`src/rtl/core/rsd_pkg.sv`:
```
// types and constants of the scanline run-length decoder
// no dependencies
`default_nettype none

package rsd_pkg;

  localparam int unsigned ValW   = 16;
  localparam int unsigned LenW   = 7;
  localparam int unsigned ColW   = 16;
  localparam int unsigned BytesW = 18;

  localparam logic [15:0] RowWidthReset = 16'd512;

  typedef enum logic [1:0] {
    OP_START = 2'd0,
    OP_ELEM  = 2'd1,
    OP_EOS   = 2'd2,
    OP_RSVD  = 2'd3
  } op_t;

  typedef enum logic [0:0] {
    CFG_ROW_WIDTH = 1'b0,
    CFG_WIDE      = 1'b1
  } cfg_idx_t;

  typedef enum logic [0:0] {
    KIND_RUN = 1'b0,
    KIND_ERR = 1'b1
  } kind_t;

  // what the front decided an accepted word is
  typedef enum logic [1:0] {
    CLS_START = 2'd0,
    CLS_ELEM  = 2'd1,
    CLS_EOS   = 2'd2,
    CLS_DROP  = 2'd3
  } cls_t;

  typedef enum logic [3:0] {
    PH_IDLE    = 4'b0001,
    PH_HEADER  = 4'b0010,
    PH_LITERAL = 4'b0100,
    PH_RUN     = 4'b1000
  } phase_t;

  typedef struct packed {
    logic [1:0]  op;
    logic [15:0] element;
  } in_item_t;

  typedef struct packed {
    logic              kind;
    logic [ValW-1:0]   pixel_value;
    logic [LenW-1:0]   run_length;
    logic [ColW-1:0]   start_x;
    logic              row_end;
    logic [BytesW-1:0] bytes_used;
  } out_item_t;

  // queue entry between front and back
  typedef struct packed {
    cls_t            cls;
    logic [ValW-1:0] value;
    logic            wide;
  } cmd_t;

endpackage

`default_nettype wire

```
`src/rtl/core/rsd_front.sv`:
```
// front end: decodes the op and masks the element by the element width
// depends on rsd_pkg
`default_nettype none

module rsd_front import rsd_pkg::*; (
  input  var in_item_t item,
  input  var logic     wide,
  output cmd_t         cmd,
  output logic         keep
);

  always_comb begin
    cmd.wide  = wide;
    cmd.value = wide ? item.element : {8'd0, item.element[7:0]};
    case (op_t'(item.op))
      OP_START: cmd.cls = CLS_START;
      OP_ELEM:  cmd.cls = CLS_ELEM;
      OP_EOS:   cmd.cls = CLS_EOS;
      default:  cmd.cls = CLS_DROP;
    endcase
    keep = (cmd.cls != CLS_DROP);
  end

endmodule

`default_nettype wire

```
`src/rtl/core/rsd_queue.sv`:
```
// two-entry command queue between front and back
// depends on rsd_pkg
`default_nettype none

module rsd_queue import rsd_pkg::*; (
  input  var logic clk,
  input  var logic rst_n,
  input  var logic push,
  input  var cmd_t push_cmd,
  output logic     full,
  input  var logic pop,
  output logic     not_empty,
  output cmd_t     head
);

  cmd_t       mem_r [2];
  logic       wr_ptr_r, wr_ptr_nxt;
  logic       rd_ptr_r, rd_ptr_nxt;
  logic [1:0] cnt_r, cnt_nxt;

  assign full      = (cnt_r == 2'd2);
  assign not_empty = (cnt_r != 2'd0);
  assign head      = mem_r[rd_ptr_r];

  always_comb begin
    wr_ptr_nxt = push ? ~wr_ptr_r : wr_ptr_r;
    rd_ptr_nxt = pop  ? ~rd_ptr_r : rd_ptr_r;
    cnt_nxt    = cnt_r + {1'b0, push} - {1'b0, pop};
  end

  always_ff @(posedge clk) begin
    if (!rst_n) begin
      wr_ptr_r <= 1'b0;
      rd_ptr_r <= 1'b0;
      cnt_r    <= 2'd0;
    end else begin
      wr_ptr_r <= wr_ptr_nxt;
      rd_ptr_r <= rd_ptr_nxt;
      cnt_r    <= cnt_nxt;
    end
  end

  always_ff @(posedge clk) begin
    if (push) begin
      mem_r[wr_ptr_r] <= push_cmd;
    end
  end

endmodule

`default_nettype wire

```
`src/rtl/core/rsd_back.sv`:
```
// back end: row state machine, run delivery and output register
// depends on rsd_pkg
`default_nettype none

module rsd_back import rsd_pkg::*; #(
  parameter int unsigned MAX_ROW_WIDTH = 65535
) (
  input  var logic        clk,
  input  var logic        rst_n,
  input  var logic [15:0] row_width,
  input  var logic        cmd_valid,
  input  var cmd_t        cmd,
  output logic            cmd_pop,
  output logic            out_valid,
  input  var logic        out_stall,
  output out_item_t       out_item
);

  localparam logic [15:0] MaxW = 16'(MAX_ROW_WIDTH);

  phase_t            phase_r, phase_nxt;
  logic [15:0]       left_r, left_nxt;
  logic [LenW-1:0]   pkt_r, pkt_nxt;
  logic [ColW-1:0]   col_r, col_nxt;
  logic [BytesW-1:0] elems_r, elems_nxt;
  logic              out_valid_r, out_valid_nxt;
  out_item_t         out_item_r;

  logic              res_vld;
  out_item_t         res;
  logic              out_free;
  logic [15:0]       start_w;
  logic [LenW-1:0]   hdr_cnt;
  logic [LenW-1:0]   len;
  logic [15:0]       left_dec;
  logic [LenW-1:0]   pkt_dec;
  logic [BytesW-1:0] elems_inc;

  assign out_free = !out_valid_r || !out_stall;
  assign cmd_pop  = cmd_valid && (!res_vld || out_free);

  always_comb begin
    start_w = (row_width == 16'd0) ? 16'd1 : row_width;
    if (start_w > MaxW) begin
      start_w = MaxW;
    end
    hdr_cnt = cmd.value[LenW-1:0];
    if ({9'd0, hdr_cnt} > left_r) begin
      hdr_cnt = left_r[LenW-1:0];
    end
    len       = (phase_r == PH_LITERAL) ? 7'd1 : pkt_r;
    left_dec  = left_r - {9'd0, len};
    pkt_dec   = pkt_r - len;
    elems_inc = elems_r + 18'd1;
  end

  always_comb begin
    phase_nxt = phase_r;
    left_nxt  = left_r;
    pkt_nxt   = pkt_r;
    col_nxt   = col_r;
    elems_nxt = elems_r;
    res_vld   = 1'b0;
    res       = '0;
    res.start_x = col_r;
    case (cmd.cls)
      CLS_START: begin
        left_nxt  = start_w;
        pkt_nxt   = '0;
        col_nxt   = '0;
        elems_nxt = '0;
        phase_nxt = PH_HEADER;
      end
      CLS_EOS: begin
        if (phase_r != PH_IDLE) begin
          res_vld     = 1'b1;
          res.kind    = KIND_ERR;
          res.row_end = 1'b1;
          phase_nxt   = PH_IDLE;
        end
      end
      CLS_ELEM: begin
        if (phase_r != PH_IDLE) begin
          elems_nxt = elems_inc;
          if (phase_r == PH_HEADER) begin
            if (hdr_cnt == '0) begin
              // zero count while pixels remain aborts the row
              res_vld     = 1'b1;
              res.kind    = KIND_ERR;
              res.row_end = 1'b1;
              phase_nxt   = PH_IDLE;
            end else begin
              pkt_nxt   = hdr_cnt;
              phase_nxt = cmd.value[7] ? PH_LITERAL : PH_RUN;
            end
          end else begin
            res_vld         = 1'b1;
            res.kind        = KIND_RUN;
            res.pixel_value = cmd.value;
            res.run_length  = len;
            col_nxt         = col_r + {9'd0, len};
            left_nxt        = left_dec;
            pkt_nxt         = pkt_dec;
            if (left_dec == '0) begin
              res.row_end    = 1'b1;
              res.bytes_used = cmd.wide ? {elems_inc[BytesW-2:0], 1'b0} : elems_inc;
              phase_nxt      = PH_IDLE;
            end else if (pkt_dec == '0) begin
              phase_nxt = PH_HEADER;
            end
          end
        end
      end
      default: begin
      end
    endcase
  end

  always_comb begin
    out_valid_nxt = out_valid_r;
    if (out_free) begin
      out_valid_nxt = cmd_pop && res_vld;
    end
  end

  always_ff @(posedge clk) begin
    if (!rst_n) begin
      phase_r     <= PH_IDLE;
      left_r      <= '0;
      pkt_r       <= '0;
      col_r       <= '0;
      elems_r     <= '0;
      out_valid_r <= 1'b0;
    end else begin
      out_valid_r <= out_valid_nxt;
      if (cmd_pop) begin
        phase_r <= phase_nxt;
        left_r  <= left_nxt;
        pkt_r   <= pkt_nxt;
        col_r   <= col_nxt;
        elems_r <= elems_nxt;
      end
    end
  end

  always_ff @(posedge clk) begin
    if (cmd_pop && res_vld) begin
      out_item_r <= res;
    end
  end

  assign out_valid = out_valid_r;
  assign out_item  = out_item_r;

endmodule

`default_nettype wire

```
`src/rtl/core/rle_scanline_decoder_core.sv`:
```
// top level of the scanline run-length decoder
// depends on rsd_pkg, rsd_front, rsd_queue and rsd_back
`default_nettype none

// Decodes run-length packed scanlines, one code word per cycle while in_stall
// is low. A start word loads the row width, element words carry headers (bit
// 7 picks literal or run, low seven bits the count) and values, and every
// literal or run value gives one run word with its start column and length;
// the word that fills the row flags row_end and reports the compressed bytes.
// Sustained rate is one input word per cycle while in_stall is low. The front
// decodes each word into a two-entry queue; the back pops one entry per cycle
// unless a result waits on the stalled output register, and writes any result
// into the output register. in_stall rises only when the queue is full, which
// happens when out_stall holds the output register and a result is waiting to
// be written. Configuration writes land at once and are not synchronized to the
// queue: the front samples the element width and the back the row width, so
// write them only while no word is in flight.

module rle_scanline_decoder_core import rsd_pkg::*; #(
  parameter int unsigned MAX_ROW_WIDTH = 65535
) (
  input  var logic        clk,
  input  var logic        rst_n,
  // input channel
  input  var logic        in_valid,
  output logic            in_stall,
  input  var in_item_t    in_item,
  // result channel
  output logic            out_valid,
  input  var logic        out_stall,
  output out_item_t       out_item,
  // configuration
  input  var logic        cfg_we,
  input  var logic        cfg_idx,
  input  var logic [15:0] cfg_wdata
);

  logic [15:0] row_width_r;
  logic        wide_r;

  cmd_t front_cmd;
  logic front_keep;
  logic q_full;
  logic q_push;
  logic q_pop;
  logic q_not_empty;
  cmd_t q_head;

  // configuration registers
  always_ff @(posedge clk) begin
    if (!rst_n) begin
      row_width_r <= RowWidthReset;
      wide_r      <= 1'b0;
    end else if (cfg_we) begin
      case (cfg_idx_t'(cfg_idx))
        CFG_ROW_WIDTH: row_width_r <= cfg_wdata;
        CFG_WIDE:      wide_r      <= cfg_wdata[0];
        default: begin
        end
      endcase
    end
  end

  // front: classify and mask the element
  rsd_front u_front (
    .item (in_item),
    .wide (wide_r),
    .cmd  (front_cmd),
    .keep (front_keep)
  );

  // stall only on a full queue, never on the output side directly
  assign in_stall = q_full;
  // reserved ops are consumed here and never reach the back
  assign q_push   = in_valid && !q_full && front_keep;

  rsd_queue u_queue (
    .clk       (clk),
    .rst_n     (rst_n),
    .push      (q_push),
    .push_cmd  (front_cmd),
    .full      (q_full),
    .pop       (q_pop),
    .not_empty (q_not_empty),
    .head      (q_head)
  );

  // back: row state and output register
  rsd_back #(
    .MAX_ROW_WIDTH (MAX_ROW_WIDTH)
  ) u_back (
    .clk       (clk),
    .rst_n     (rst_n),
    .row_width (row_width_r),
    .cmd_valid (q_not_empty),
    .cmd       (q_head),
    .cmd_pop   (q_pop),
    .out_valid (out_valid),
    .out_stall (out_stall),
    .out_item  (out_item)
  );

endmodule

`default_nettype wire

```
`config.mk`:
```
export PLATFORM = sky130hd
export DESIGN_NAME = rle_scanline_decoder_core
export DESIGN_NICKNAME = d
export VERILOG_FILES = /design/src/rtl/core/rsd_pkg.sv /design/src/rtl/core/rsd_front.sv /design/src/rtl/core/rsd_queue.sv /design/src/rtl/core/rsd_back.sv /design/src/rtl/core/rle_scanline_decoder_core.sv
export SDC_FILE = /design/constraint.sdc
export NUM_CORES = 1
export LEC_CHECK = 0
export ABC_AREA = 1
export ABC_CLOCK_PERIOD_IN_PS = 6200
export BUFFER_PORTS_ARGS = -buffer_cell sky130_fd_sc_hd__buf_4
export CAP_MARGIN = 25
export CORE_MARGIN = 3
export CORE_UTILIZATION = 60
export DETAILED_ROUTE_END_ITERATION = 8
export PLACE_DENSITY = 0.85
export SLEW_MARGIN = 20
export SYNTH_ARGS = -nofsm -noshare
export SYNTH_HDL_FRONTEND = slang
export SYNTH_SLANG_ARGS = --single-unit
```
`constraint.sdc`:
```
create_clock -name clk -period 6.2 [get_ports clk]
set_clock_uncertainty 0.15 [all_clocks]
set_input_delay 1.24 -clock clk [delete_from_list [all_inputs] [get_ports clk]]
set_output_delay 1.24 -clock clk [all_outputs]
set_load 0.02 [all_outputs]
```
==> results by group <==
Status
  • Status: completed

STA
  • Fin Hold WS: ~0.30 ns
  • Fin Setup TNS: 0 ns
  • Achievable frequency: 207 MHz
  • # setup viols final: 0
  • Slew margin rel.: 39.3%
  • Final Critical Period: 4.84 ns
  • Unrepaired setup endpoints after global routing: false
  • Worst-margin pin slew: 0.909 ns
  • Final hold vios: 0
  • Slew Limit Fails: 0
  • Period utilization: approximately four fifths

Setup path
  • Worst Path Max Fanout: 23
  • Required time of the critical path: ~6.2 ns
  • CP Class: reg2reg
  • Startpoint types: flop
  • CP Capture Type: flop
  • Arr. time, crit path: 4.80 ns

Logic synthesis
  • Post-synth top area share: 31.0%
  • EDFF count, synth: 97
  • Synth area leader: edfxtp_1
  • Synthesis Warnings: 0
  • Sequential share of the synthesized area: 48.9%
  • Post-synth top flop: edfxtp_1
  • Synth cell types: between 40 and 50
  • Mapped Cells: ~1200
  • Syn Nets: 1274
  • Seq cells post-synth: 181
  • Mean Syn Cell Area: 7.80 um2
  • Async SR Flop Fraction: 0%
  • Top post-synthesis cells by area: edfxtp_1, dfxtp_1, nand2_1
  • Cell Area, Synth: 9390 um2

Pwr
  • Combinational power share: 48.9%
  • Power per standard cell area: roughly 500 nW/um2
  • Reg power frac: 32.5%
  • Switching Fraction: 44.5%
  • Clock group share of total power: 18.7%
  • Maximum VDD drop: 0.364 mV
  • Sw Pwr: 0.00240 W
  • Int Pwr: 0.00299 W
  • Lkg Pwr: 4.96 nW

CTS
  • CTS H-tree lvls: 4
  • Num Clock Sinks: between 150 and 200
  • Setup Buffers After CTS: 0
  • Clk buf depth: 2
  • CTS tree: done
  • Worst-path clk slew: 0.07 ns
  • Worst-skew pair later-pin latency: 0.44 ns
  • TritonCTS buffer count: 17
  • # hold bufs at CTS: 0
  • Cts repair resizes: 0
  • CTS Root Cell: clkbuf_16

Drt
  • Antenna-violating nets left: 0
  • Routed WL: 20800 um
  • Pre-antenna DRT Iters: 6
  • Via Count: 7896
  • WL/cell: 13.7 um
  • Vias per cell: 5.22
  • Iteration-0 DRC count of the detailed router: 744
  • DRC errors left: 0

Floorplanning
  • Ports: about 100
  • Die area: 17200 um2
  • Initial Utilization: 61.6%
  • Die Ht: between 100 and 150 um
  • CORE AREA: 15300 um2
  • Die Wd: roughly 130 um
  • Num rows: 45

Finish
  • Cell Count, Final, Fillers Out: 1513
  • Post-layout nets: 1359
  • Register area: 4590 um2
  • Area delta synth->final: 14.9%
  • Layout fillers: 1194
  • Share of cells above drive strength 1: between 10% and 20%
  • Multi-input logic area: ~4000 um2
  • Antenna diodes: 0

Global routing
  • Total GRT Usage: 24.2%
  • Initial antenna violation count: 0
  • Grt total ovfl: 0
  • Number of global-route vias before repair: 7509
  • Pin count of the biggest net entering global routing: 65
  • First-pass GRT wire length: 34300 um

Placed design
  • DP HPWL: 14900 um
  • Cells after DPL: between 1000 and 1500
  • Routability cong.: ~0.92
  • Port buffer count: 100

Flow run
  • Max_cap viols: 0

Worst hold path
  • Hold WC Path Type: reg2reg
-- through the flow --
step / utilization (%) / power [W] / area [um2] / setup slack, ns
finish: 70.7 / 0.00539 / 10800 / 1.36
global route: 70.7 / 0.00583 / 10800 / 0.955
CTS: 70.7 / 0.00537 / 10800 / 1.37
detailed placement: 67.2 / 0.00435 / 10200 / 1.40
global placement: 67.2 / 0.00428 / 10200 / 1.68
floorplan: - / 0.00376 / 9390 / 2.03
-- cell usage after synthesis (all sizes together), types with 3 or more instances --
master  instances
dfxtp          84
clkbuf         25
or2            11
o21bai          3
ha             28
inv           162
nand4           8
nor4            6
a211oi          9
xnor2           3
a21oi          56
buf            16
nand3b          4
nor3           13
o21ai          52
nand2         333
nand3          40
o22ai           5
nor2          211
xor2           27
edfxtp         97
-- state kept, by name (all words and copies together) (netlist names), named ones only --
register and count:
u_queue.wr_ptr_r 1, u_queue.cnt_r 2, wide_r 1, row_width_r 16, u_back.out_item 59, u_queue.rd_ptr_r 1, u_queue.mem_r 38, u_back.out_valid 1
u_back.left_r 16, u_back.col_r 16, u_back.phase_r 4, u_back.elems_r 18, u_back.pkt_r 7
-- worst max-delay path: stages (launching register included) --
cell and delay, ns:
dfxtp_1 0.79, inv_2 0.27, or2_2 0.35, o21ai_0 0.19, inv_1 0.09, ha_1 0.32, nand2_1 0.07, inv_1 0.05
nand2_1 0.04, nand2_1 0.05, nand2_1 0.06, nand2_2 0.14, nand2_4 0.10, nand2_1 0.08, nand2_1 0.07, nand2_1 0.08
nor2_1 0.05, nand2_1 0.07, nand2_1 0.08, nand2_2 0.09, nand2_2 0.06, nand3_4 0.10, nand2_4 0.07, inv_2 0.18
nand2_1 0.12, inv_2 0.37, buf_4 0.39
-- per-layer routing --
metal,routed length (um),GRT usage (%),vias up
li1,-,-,3984
met1,9020,30.8,3623
met2,10200,41.9,244
met3,1060,3.87,45
met4,499,8.98,0
met5,0,0,-
-- worst paths after layout --
kind                    startpoint             endpoint  slack (ns)  cells after the start
hold / removal    u_back.col_r[13]  u_back.out_item[32]        0.30                      0
hold reg to reg   u_back.col_r[13]  u_back.out_item[32]        0.30                      0
setup / recovery              flop  u_back.out_item[57]        1.36                     26
setup reg to reg              flop  u_back.out_item[57]        1.36                     26
-- final cells by class --
class                      instances  share of cell area [%]
tap                              211                    2.45
clock inverter                    14                    1.03
sequential                       181                    42.6
timing repair buffer             107                    7.45
inverter                         162                    5.64
clock buffer                      18                    3.98
multi-input combinational        820                    36.9
-- cell usage in the layout (no fill, tap or decap), types with 10 or more instances in the layout --
cell type    n
nand2_1    325
nor2_1     209
inv_1      151
buf_4      107
edfxtp_1    97
dfxtp_1     84
a21oi_1     55
o21ai_0     48
nand3_1     39
ha_1        28
xor2_1      27
clkbuf_16   17
inv_2       11
or2_2       11
nor3_1      10
-- power by group through the flow --
stage | combinational (W) | clock [W] | sequential, W
2_1_floorplan | 0.00195 | 0 | 0.00181
6_report | 0.00264 | 0.00101 | 0.00175
3_3_place_gp | 0.00251 | 0 | 0.00176
3_5_place_dp | 0.00258 | 0 | 0.00177
5_1_grt | 0.00299 | 0.00106 | 0.00179
4_1_cts | 0.00261 | 0.00101 | 0.00175
-- logic make-up (layout without fill, tap and decap cells) --
group	after synthesis	count (layout)	synth area share [%]
simple gates	628	628	27.7
buf+inv	203	301	8.74
flops	181	181	48.9
compound gates	130	130	7.47
fa+ha+maj	30	30	4.16
xor+xnor	30	30	2.80
mux	2	2	0.213
(Power assumes the default switching activity.)
